--- src/rtl/assert_macros.svh ---
// ----------------------------------------------------------------------------
// assert_macros.svh
// Assertion macros shared by the RTL. Define ASSERT_OFF to compile them out.
// ----------------------------------------------------------------------------
`ifndef ASSERT_MACROS_SVH
`define ASSERT_MACROS_SVH

`ifndef ASSERT_OFF

// Condition must hold at every clock edge outside reset
`define ASSERT_ALWAYS(lbl, cond) \
  lbl: assert property (@(posedge clk) disable iff (!rst_n) (cond)) \
    else $error("assertion failed: always");

// Consequent must hold in the same cycle as the antecedent
`define ASSERT_IMPL(lbl, ante, cons) \
  lbl: assert property (@(posedge clk) disable iff (!rst_n) (ante) |-> (cons)) \
    else $error("assertion failed: implication");

// Consequent must hold in the cycle after the antecedent
`define ASSERT_NEXT(lbl, ante, cons) \
  lbl: assert property (@(posedge clk) disable iff (!rst_n) (ante) |=> (cons)) \
    else $error("assertion failed: next cycle");

`else

`define ASSERT_ALWAYS(lbl, cond)
`define ASSERT_IMPL(lbl, ante, cons)
`define ASSERT_NEXT(lbl, ante, cons)

`endif

`endif

--- src/rtl/pdsc_pkg.sv ---
// ----------------------------------------------------------------------------
// pdsc_pkg
// Types and codes of the packet deframer with negated-sum checksum.
// ----------------------------------------------------------------------------
package pdsc_pkg;

  localparam int unsigned ByteW   = 8;
  localparam int unsigned SumW    = 16;
  localparam int unsigned CfgIdxW = 8;

  typedef logic [ByteW-1:0] byte_t;
  typedef logic [SumW-1:0]  sum_t;

  // configuration register indexes
  localparam logic [CfgIdxW-1:0] REG_HEADER = 8'd0;
  localparam logic [CfgIdxW-1:0] REG_TAIL   = 8'd1;

  // deframer phase
  typedef enum logic [2:0] {
    PH_HUNT = 3'd0,
    PH_LEN  = 3'd1,
    PH_DATA = 3'd2,
    PH_CK1  = 3'd3,
    PH_CK2  = 3'd4,
    PH_TAIL = 3'd5
  } phase_t;

  // result event codes
  typedef enum logic [2:0] {
    EV_NONE      = 3'd0,
    EV_DATA      = 3'd1,
    EV_GOOD      = 3'd2,
    EV_CKSUM_BAD = 3'd3,
    EV_TAIL_BAD  = 3'd4
  } event_t;

  // one result word
  typedef struct packed {
    event_t event_res;
    byte_t  data_byte;
    byte_t  byte_index;
    byte_t  frame_length;
  } result_t;

endpackage

--- src/rtl/pdsc_if.sv ---
// ----------------------------------------------------------------------------
// pdsc_in_if / pdsc_out_if
// Valid/ready channels for received bytes and for deframer results.
// ----------------------------------------------------------------------------
interface pdsc_in_if;
  logic            valid;
  logic            ready;
  pdsc_pkg::byte_t rx_byte;

  modport source (output valid, output rx_byte, input ready);
  modport sink   (input valid, input rx_byte, output ready);
endinterface

interface pdsc_out_if;
  logic             valid;
  logic             ready;
  pdsc_pkg::event_t event_res;
  pdsc_pkg::byte_t  data_byte;
  pdsc_pkg::byte_t  byte_index;
  pdsc_pkg::byte_t  frame_length;

  modport source (output valid, output event_res, output data_byte,
                  output byte_index, output frame_length, input ready);
  modport sink   (input valid, input event_res, input data_byte,
                  input byte_index, input frame_length, output ready);
endinterface

--- src/rtl/pdsc_skid.sv ---
// ----------------------------------------------------------------------------
// pdsc_skid
// Output register with one skid entry: upstream keeps moving for one word
// after the downstream side stalls.
// ----------------------------------------------------------------------------
module pdsc_skid (
  input  logic              clk,
  input  logic              rst_n,
  input  logic              in_valid,
  output logic              in_ready,
  input  pdsc_pkg::result_t in_data,
  output logic              out_valid,
  input  logic              out_ready,
  output pdsc_pkg::result_t out_data
);

  logic              out_valid_r, out_valid_nxt;
  logic              skid_valid_r, skid_valid_nxt;
  pdsc_pkg::result_t out_data_r, out_data_nxt;
  pdsc_pkg::result_t skid_data_r, skid_data_nxt;
  logic              push, pop;

  assign in_ready  = !skid_valid_r;
  assign push      = in_valid && in_ready;
  assign pop       = out_valid_r && out_ready;
  assign out_valid = out_valid_r;
  assign out_data  = out_data_r;

  // refill the output register from skid first, then from the input
  always_comb begin
    out_valid_nxt  = out_valid_r;
    skid_valid_nxt = skid_valid_r;
    out_data_nxt   = out_data_r;
    skid_data_nxt  = skid_data_r;
    if (!out_valid_r || pop) begin
      out_data_nxt   = skid_valid_r ? skid_data_r : in_data;
      out_valid_nxt  = skid_valid_r || push;
      skid_valid_nxt = 1'b0;
    end else if (push) begin
      skid_data_nxt  = in_data;
      skid_valid_nxt = 1'b1;
    end
  end

  // control flops
  always_ff @(posedge clk) begin
    if (!rst_n) begin
      out_valid_r  <= 1'b0;
      skid_valid_r <= 1'b0;
    end else begin
      out_valid_r  <= out_valid_nxt;
      skid_valid_r <= skid_valid_nxt;
    end
  end

  // payload flops
  always_ff @(posedge clk) begin
    out_data_r  <= out_data_nxt;
    skid_data_r <= skid_data_nxt;
  end

endmodule

--- src/rtl/packet_deframer_sum_checksum_core.sv ---
// ----------------------------------------------------------------------------
// packet_deframer_sum_checksum_core
// Byte-stream deframer: header, length, payload, 16-bit negated-sum checksum
// (low byte first) and tail. One result word per received byte.
// ----------------------------------------------------------------------------
// Output: each accepted byte's result is registered in the skid buffer.
// Throughput: 1 byte per cycle; the state update and running sum complete in
//   the accept cycle, and a skid entry keeps input flowing for one word
//   while the output is stalled.
// Reset: synchronous active-low rst_n; phase returns to header hunting,
//   counters, sum and both config registers clear to zero.
// ----------------------------------------------------------------------------
`include "assert_macros.svh"

module packet_deframer_sum_checksum_core (
  input  logic                                clk,
  input  logic                                rst_n,
  pdsc_in_if.sink                             in_ch,
  pdsc_out_if.source                          out_ch,
  input  logic                                cfg_we,
  input  logic [pdsc_pkg::CfgIdxW-1:0]        cfg_index,
  input  pdsc_pkg::byte_t                     cfg_data
);

  // config registers
  pdsc_pkg::byte_t header_r, tail_r;

  // deframer state
  pdsc_pkg::phase_t phase_r, phase_nxt;
  pdsc_pkg::byte_t  exp_len_r, exp_len_nxt;
  pdsc_pkg::byte_t  taken_r, taken_nxt;
  pdsc_pkg::sum_t   sum_r, sum_nxt;
  pdsc_pkg::byte_t  ck_low_r, ck_low_nxt;

  pdsc_pkg::result_t res;
  pdsc_pkg::result_t out_word;
  pdsc_pkg::byte_t   b;
  pdsc_pkg::sum_t    ck_sum;
  logic              in_ready;
  logic              accept;

  assign b            = in_ch.rx_byte;
  assign in_ch.ready  = in_ready;
  assign accept       = in_ch.valid && in_ready;
  // received checksum plus payload sum must wrap to zero
  assign ck_sum       = {b, ck_low_r} + sum_r;

  // config write port
  always_ff @(posedge clk) begin
    if (!rst_n) begin
      header_r <= '0;
      tail_r   <= '0;
    end else if (cfg_we) begin
      if (cfg_index == pdsc_pkg::REG_HEADER) header_r <= cfg_data;
      else if (cfg_index == pdsc_pkg::REG_TAIL) tail_r <= cfg_data;
    end
  end

  // next state and result for the byte at the input
  always_comb begin
    phase_nxt        = phase_r;
    exp_len_nxt      = exp_len_r;
    taken_nxt        = taken_r;
    sum_nxt          = sum_r;
    ck_low_nxt       = ck_low_r;
    res.event_res    = pdsc_pkg::EV_NONE;
    res.data_byte    = '0;
    res.byte_index   = '0;
    res.frame_length = '0;
    unique case (phase_r)
      pdsc_pkg::PH_LEN: begin
        if (b != '0) begin
          exp_len_nxt = b;
          taken_nxt   = '0;
          sum_nxt     = '0;
          phase_nxt   = pdsc_pkg::PH_DATA;
        end else begin
          phase_nxt   = pdsc_pkg::PH_HUNT;
        end
      end
      pdsc_pkg::PH_DATA: begin
        res.event_res    = pdsc_pkg::EV_DATA;
        res.data_byte    = b;
        res.byte_index   = taken_r;
        res.frame_length = exp_len_r;
        sum_nxt          = sum_r + {8'd0, b};
        taken_nxt        = taken_r + 8'd1;
        if (taken_nxt == exp_len_r) phase_nxt = pdsc_pkg::PH_CK1;
      end
      pdsc_pkg::PH_CK1: begin
        ck_low_nxt = b;
        phase_nxt  = pdsc_pkg::PH_CK2;
      end
      pdsc_pkg::PH_CK2: begin
        if (ck_sum == '0) begin
          phase_nxt = pdsc_pkg::PH_TAIL;
        end else begin
          res.event_res    = pdsc_pkg::EV_CKSUM_BAD;
          res.frame_length = exp_len_r;
          phase_nxt        = pdsc_pkg::PH_HUNT;
        end
      end
      pdsc_pkg::PH_TAIL: begin
        res.event_res    = (b == tail_r) ? pdsc_pkg::EV_GOOD : pdsc_pkg::EV_TAIL_BAD;
        res.frame_length = exp_len_r;
        phase_nxt        = pdsc_pkg::PH_HUNT;
      end
      default: begin
        // header hunting; unused codes land here too
        phase_nxt = (b == header_r) ? pdsc_pkg::PH_LEN : pdsc_pkg::PH_HUNT;
      end
    endcase
  end

  // state registers advance on each accepted byte
  always_ff @(posedge clk) begin
    if (!rst_n) begin
      phase_r   <= pdsc_pkg::PH_HUNT;
      exp_len_r <= '0;
      taken_r   <= '0;
      sum_r     <= '0;
      ck_low_r  <= '0;
    end else if (accept) begin
      phase_r   <= phase_nxt;
      exp_len_r <= exp_len_nxt;
      taken_r   <= taken_nxt;
      sum_r     <= sum_nxt;
      ck_low_r  <= ck_low_nxt;
    end
  end

  // result register with skid entry
  pdsc_skid u_skid (
    .clk       (clk),
    .rst_n     (rst_n),
    .in_valid  (in_ch.valid),
    .in_ready  (in_ready),
    .in_data   (res),
    .out_valid (out_ch.valid),
    .out_ready (out_ch.ready),
    .out_data  (out_word)
  );

  assign out_ch.event_res    = out_word.event_res;
  assign out_ch.data_byte    = out_word.data_byte;
  assign out_ch.byte_index   = out_word.byte_index;
  assign out_ch.frame_length = out_word.frame_length;

  // checks
  `ASSERT_IMPL(a_taken_below_len, phase_r == pdsc_pkg::PH_DATA, taken_r < exp_len_r)
  `ASSERT_IMPL(a_data_has_len, out_ch.valid && out_ch.event_res == pdsc_pkg::EV_DATA, out_ch.frame_length != '0)
  `ASSERT_NEXT(a_taken_step, accept && phase_r == pdsc_pkg::PH_DATA, taken_r == pdsc_pkg::byte_t'($past(taken_r) + 8'd1))
  `ASSERT_NEXT(a_len_clears_sum, accept && phase_r == pdsc_pkg::PH_LEN && b != '0, sum_r == '0 && phase_r == pdsc_pkg::PH_DATA)

endmodule
--- src/flat_wrapper.sv ---
// flat-port wrapper written by rule: the top's interface ports become plain ports
module packet_deframer_sum_checksum_core_flat 
  (clk, rst_n, cfg_we, cfg_index, cfg_data, in_ch_valid, in_ch_rx_byte, in_ch_ready, out_ch_valid, out_ch_event_res, out_ch_data_byte, out_ch_byte_index, out_ch_frame_length, out_ch_ready);
  pdsc_in_if in_ch_i ();
  pdsc_out_if out_ch_i ();
  input  logic clk;
  input  logic rst_n;
  input  logic cfg_we;
  input  logic [pdsc_pkg::CfgIdxW-1:0] cfg_index;
  input  pdsc_pkg::byte_t cfg_data;
  input wire logic [$bits(in_ch_i.valid)-1:0] in_ch_valid;
  input wire logic [$bits(in_ch_i.rx_byte)-1:0] in_ch_rx_byte;
  output wire logic [$bits(in_ch_i.ready)-1:0] in_ch_ready;
  output wire logic [$bits(out_ch_i.valid)-1:0] out_ch_valid;
  output wire logic [$bits(out_ch_i.event_res)-1:0] out_ch_event_res;
  output wire logic [$bits(out_ch_i.data_byte)-1:0] out_ch_data_byte;
  output wire logic [$bits(out_ch_i.byte_index)-1:0] out_ch_byte_index;
  output wire logic [$bits(out_ch_i.frame_length)-1:0] out_ch_frame_length;
  input wire logic [$bits(out_ch_i.ready)-1:0] out_ch_ready;
  assign in_ch_i.valid = in_ch_valid;
  assign in_ch_i.rx_byte = in_ch_rx_byte;
  assign in_ch_ready = in_ch_i.ready;
  assign out_ch_valid = out_ch_i.valid;
  assign out_ch_event_res = out_ch_i.event_res;
  assign out_ch_data_byte = out_ch_i.data_byte;
  assign out_ch_byte_index = out_ch_i.byte_index;
  assign out_ch_frame_length = out_ch_i.frame_length;
  assign out_ch_i.ready = out_ch_ready;
  packet_deframer_sum_checksum_core u_core (.clk(clk), .rst_n(rst_n), .in_ch(in_ch_i), .out_ch(out_ch_i), .cfg_we(cfg_we), .cfg_index(cfg_index), .cfg_data(cfg_data));
endmodule
--- config.mk ---
export PLATFORM = sky130hd
export DESIGN_NAME = packet_deframer_sum_checksum_core_flat
export DESIGN_NICKNAME = d
export VERILOG_FILES = /design/src/rtl/pdsc_pkg.sv /design/src/rtl/pdsc_if.sv /design/src/rtl/pdsc_skid.sv /design/src/rtl/packet_deframer_sum_checksum_core.sv /design/src/flat_wrapper.sv
export VERILOG_INCLUDE_DIRS = /design/src /design/src/rtl
export SDC_FILE = /design/constraint.sdc
export NUM_CORES = 1
export LEC_CHECK = 0
export BUFFER_PORTS_ARGS = -buffer_cell sky130_fd_sc_hd__buf_4
export CAP_MARGIN = 20
export CORE_ASPECT_RATIO = 0.9
export CORE_MARGIN = 3
export CORE_UTILIZATION = 39
export DETAILED_ROUTE_END_ITERATION = 8
export PLACE_DENSITY = 0.66
export REMOVE_ABC_BUFFERS = 1
export SLEW_MARGIN = 10
export SYNTH_ARGS = -nofsm -noshare
export SYNTH_HDL_FRONTEND = slang
export SYNTH_HIERARCHICAL = 1
export SYNTH_SLANG_ARGS = --single-unit
--- constraint.sdc ---
create_clock -name clk -period 10 [get_ports clk]
set_input_delay 1 -clock clk [delete_from_list [all_inputs] [get_ports clk]]
set_output_delay 1 -clock clk [all_outputs]
set_load 0.005 [all_outputs]
==> impl_metrics.toml <==
[run_status]
outcome = "finished, final reports clean"

[global_routing]
antenna_found_initial = 0
grt_util_all_layers_pct = 17.1
grt_pass1_vias = 4588
grt_pass1_wl_mm = 23.9
grt_overflow = 0
grt_max_degree = 50

[sta]
fin_crit_sh_pct = 37.8
slew_headroom_pct = 26.4
clock.fmax_mhz = 264
finalMaxSlewViolations = 0
tightest_slew_ns = 1.10
hold_viol_final = 0
finalSetupViolCount = 0
fin_crit_ns = 3.78
setup_tns_ns = 0
finClkSkew_ns = 0.00807
grt_setup_unrepaired = "no"

[clock_tree]
cts_max_level = 4
cts_resized = 0
hold_buffers = 0
path_clk_slew_ns = 0.05
numCtsBuffers = 17
clock-sinks = 115
clk_path_buf_depth = 2
cts_root_buf = "clkbuf_16"
clk_latency_ns = 0.41
cts_tree = "yes"
cts_setup_buffers = 0

[floorplan]
die_height_um = 125
fp-row-count = 42
dieArea_um2 = 17300
ios = 58
die_w_um = 139
core_um2 = 15100
initial_core_util_pct = 40.9

[synth]
yosysSeqAreaShare_pct = 46.1
yosysTopAreaCell = "edfxtp_1"
synth-seq-cells = 115
synth_edf_count = 54
synth_ff_type = "dfxtp_1"
ys_warn_count = 6
netlist.area_leader.share_pct = 26.3
syn_area_um2 = 6160
avgSynthCellArea_um2 = 10.2
synth.area.top_cells = "edfxtp_1 26%, dfxtp_1 20%, ha_1 5.1%"
syn_inst = 603
ys_types = 70
async_reset_ff_share_pct = 0

[route]
first_iter_violations = 269
viasPerCell = 5.39
vias = 4704
wl_mm = 14.6
drtPass1Iterations = 5
wl_per_cell_um = 16.8
remaining_drc_errors = 0
ant_nets = 0

[setup_path]
cp-startpoint = "in_ch_rx_byte[0]"
cpPeakStageDelay_ns = 0.43
regToRegStartpoint = "u_core/sum_r[0]"
r2r_cells = 11
worstPathRequired_ns = 10.16
cpMaxStageDelayCell = "nor4_4"
critPathLaunchType = "input pin"
cp-end-kind = "register"
rrSetupSlack_ns = 6.35
crit_type = "in -> reg"
rr_endpoint = "u_core/u_skid/out_data[3]"
crit_arrival_ns = 3.94
crit_chain = "buf_4, ha_1, o211ai_1, o21ai_0, a221oi_1, a21bo_2, xnor2_1, nor4_4, o21ai_2, and2_1, mux2_2"
path_max_fanout = 8

[pwr]
switching_share_pct = 21.2
p_leak_nw = 3.00
p_sw_w = 0.000244
ir_drop_mv = 0.105
p_seq_share_pct = 43.9
p_clk_share_pct = 49.8
p_int_w = 0.000910
combPwrFrac_pct = 6.3
power_density_nw_per_um2 = 157

[place]
place.gp.congestion = 0.854
numPortBuffers = 57
hpwl_mm = 10.4
place_area_um2 = 6770

[finish]
stdcell_area_um2 = 7330
areaGrowthSynthToFinish_pct = 18.9
fillers = 1360
num_antenna_cells = 0
final_layout_size_suffix_gt1_share_pct = 19.9
num-nets-final = 719
finish.utilization_pct = 48.6
mostFrequentLayoutCells = "61 x buf_4, 61 x dfxtp_1, 54 x nor2_1, 54 x edfxtp_1, 52 x nand2_1"

[hold_path]
hp-start = "u_core/exp_len_r[6]"
min_path_type = "reg -> reg"
whs_endpoint = "u_core/exp_len_r[6]"
worstHoldPathCells = 2

[run]
maxCapViolations = 0
==> worst max-delay path: cells and delay by family <==
family	cells	cell delay (ns)
adders and majority gates	1	0.39
AOI/OAI and AO/OA	5	1.31
and+or+nand+nor	2	0.64
muxes	1	0.26
xor gates and xnor gates	1	0.17
buffers and inverters	1	0.16
==> state kept, by name, summed over array words and instances, names as in the netlist <==
name and count:
u_core/tail_r 8, u_core/exp_len_r 8, u_core/sum_r 16, u_core/phase_r 3, u_core/u_skid/skid_valid_r 1, u_core/u_skid/skid_data_r 27, u_core/header_r 8, u_core/ck_low_r 8
u_core/u_skid/out_data 27, u_core/taken_r 8, u_core/u_skid/out_valid 1
==> worst max-delay path by stage <==
stage | to | slack, ns | cells past startpoint
floorplan | u_core/u_skid/skid_data_r[0] | 5.71 | 2
global placement | u_core/u_skid/out_data[3] | 5.89 | 11
detailed placement | u_core/u_skid/out_data[3] | 5.82 | 11
CTS | u_core/u_skid/out_data[3] | 6.25 | 11
global route | u_core/u_skid/out_data[7] | 5.98 | 11
finish | u_core/u_skid/out_data[3] | 6.22 | 11
==> kinds of logic after synthesis <==
logic type,Yosys count,share of synthesized area [%]
multiplexers,51,8.83
XOR/XNOR,46,6.54
buffers and inverters,32,2.40
flip-flops,115,46.1
adder cells (fa/ha/maj),27,5.72
AO/OA/AOI/OAI,122,13.2
AND/OR/NAND/NOR,210,17.2
==> area by class of cell <==
class                   count  area (um2)  area share [%]
inverters                  12        45.0           0.615
repair buffers             61         458            6.25
clock buffers              25         475            6.49
multi-input cells         456        3180            43.4
flip-flops and latches    115        2840            38.8
clock inverters             6        82.6            1.13
well taps                 198         248            3.38
==> through the flow <==
stage                     instances  power [W]  hold slack [ns]  worst slack [ns]
after global routing            873    0.00119            0.512              5.98
after floorplan                 583   0.000550            0.456              5.71
final                           873    0.00115            0.500              6.22
after CTS                       873    0.00116            0.498              6.25
after detailed placement        842   0.000588            0.487              5.82
after global placement          842   0.000586            0.483              5.89
==> metal layers <==
metal | global-route usage [%] | vias up | wire [um]
met5 | 0 | - | 0
met1 | 23.1 | 2224 | 7000
met2 | 26.8 | 139 | 6580
li1 | - | 2316 | -
met4 | 7.44 | 0 | 360
met3 | 3.47 | 25 | 698
==> cells in the mapped netlist, drive strengths merged, types with 3 or more instances <==
cell type  number
dfxtp          61
nor2           55
edfxtp         54
nand2          53
a21oi          48
and2           27
mux2           27
xnor2          27
ha             25
o21ai          25
mux2i          24
nand3          20
xor2           19
clkbuf         13
inv            12
and3            9
nor4            9
or3             8
buf             7
a21o            6
nand4           6
nor3b           6
nor3            5
a22oi           4
o211ai          4
a211o           3
nand2b          3
nor2b           3
o21a            3
or2             3
==> power groups by stage <==
stage / Clock (W) / Combinational, W / Sequential (W)
5_1_grt: 0.000604 / 0.0000793 / 0.000507
3_3_place_gp: 0 / 0.0000707 / 0.000515
3_5_place_dp: 0 / 0.0000718 / 0.000516
6_report: 0.000575 / 0.0000725 / 0.000506
2_1_floorplan: 0 / 0.0000338 / 0.000516
4_1_cts: 0.000584 / 0.0000724 / 0.000506
No activity file was read; power rests on OpenSTA's default activity.
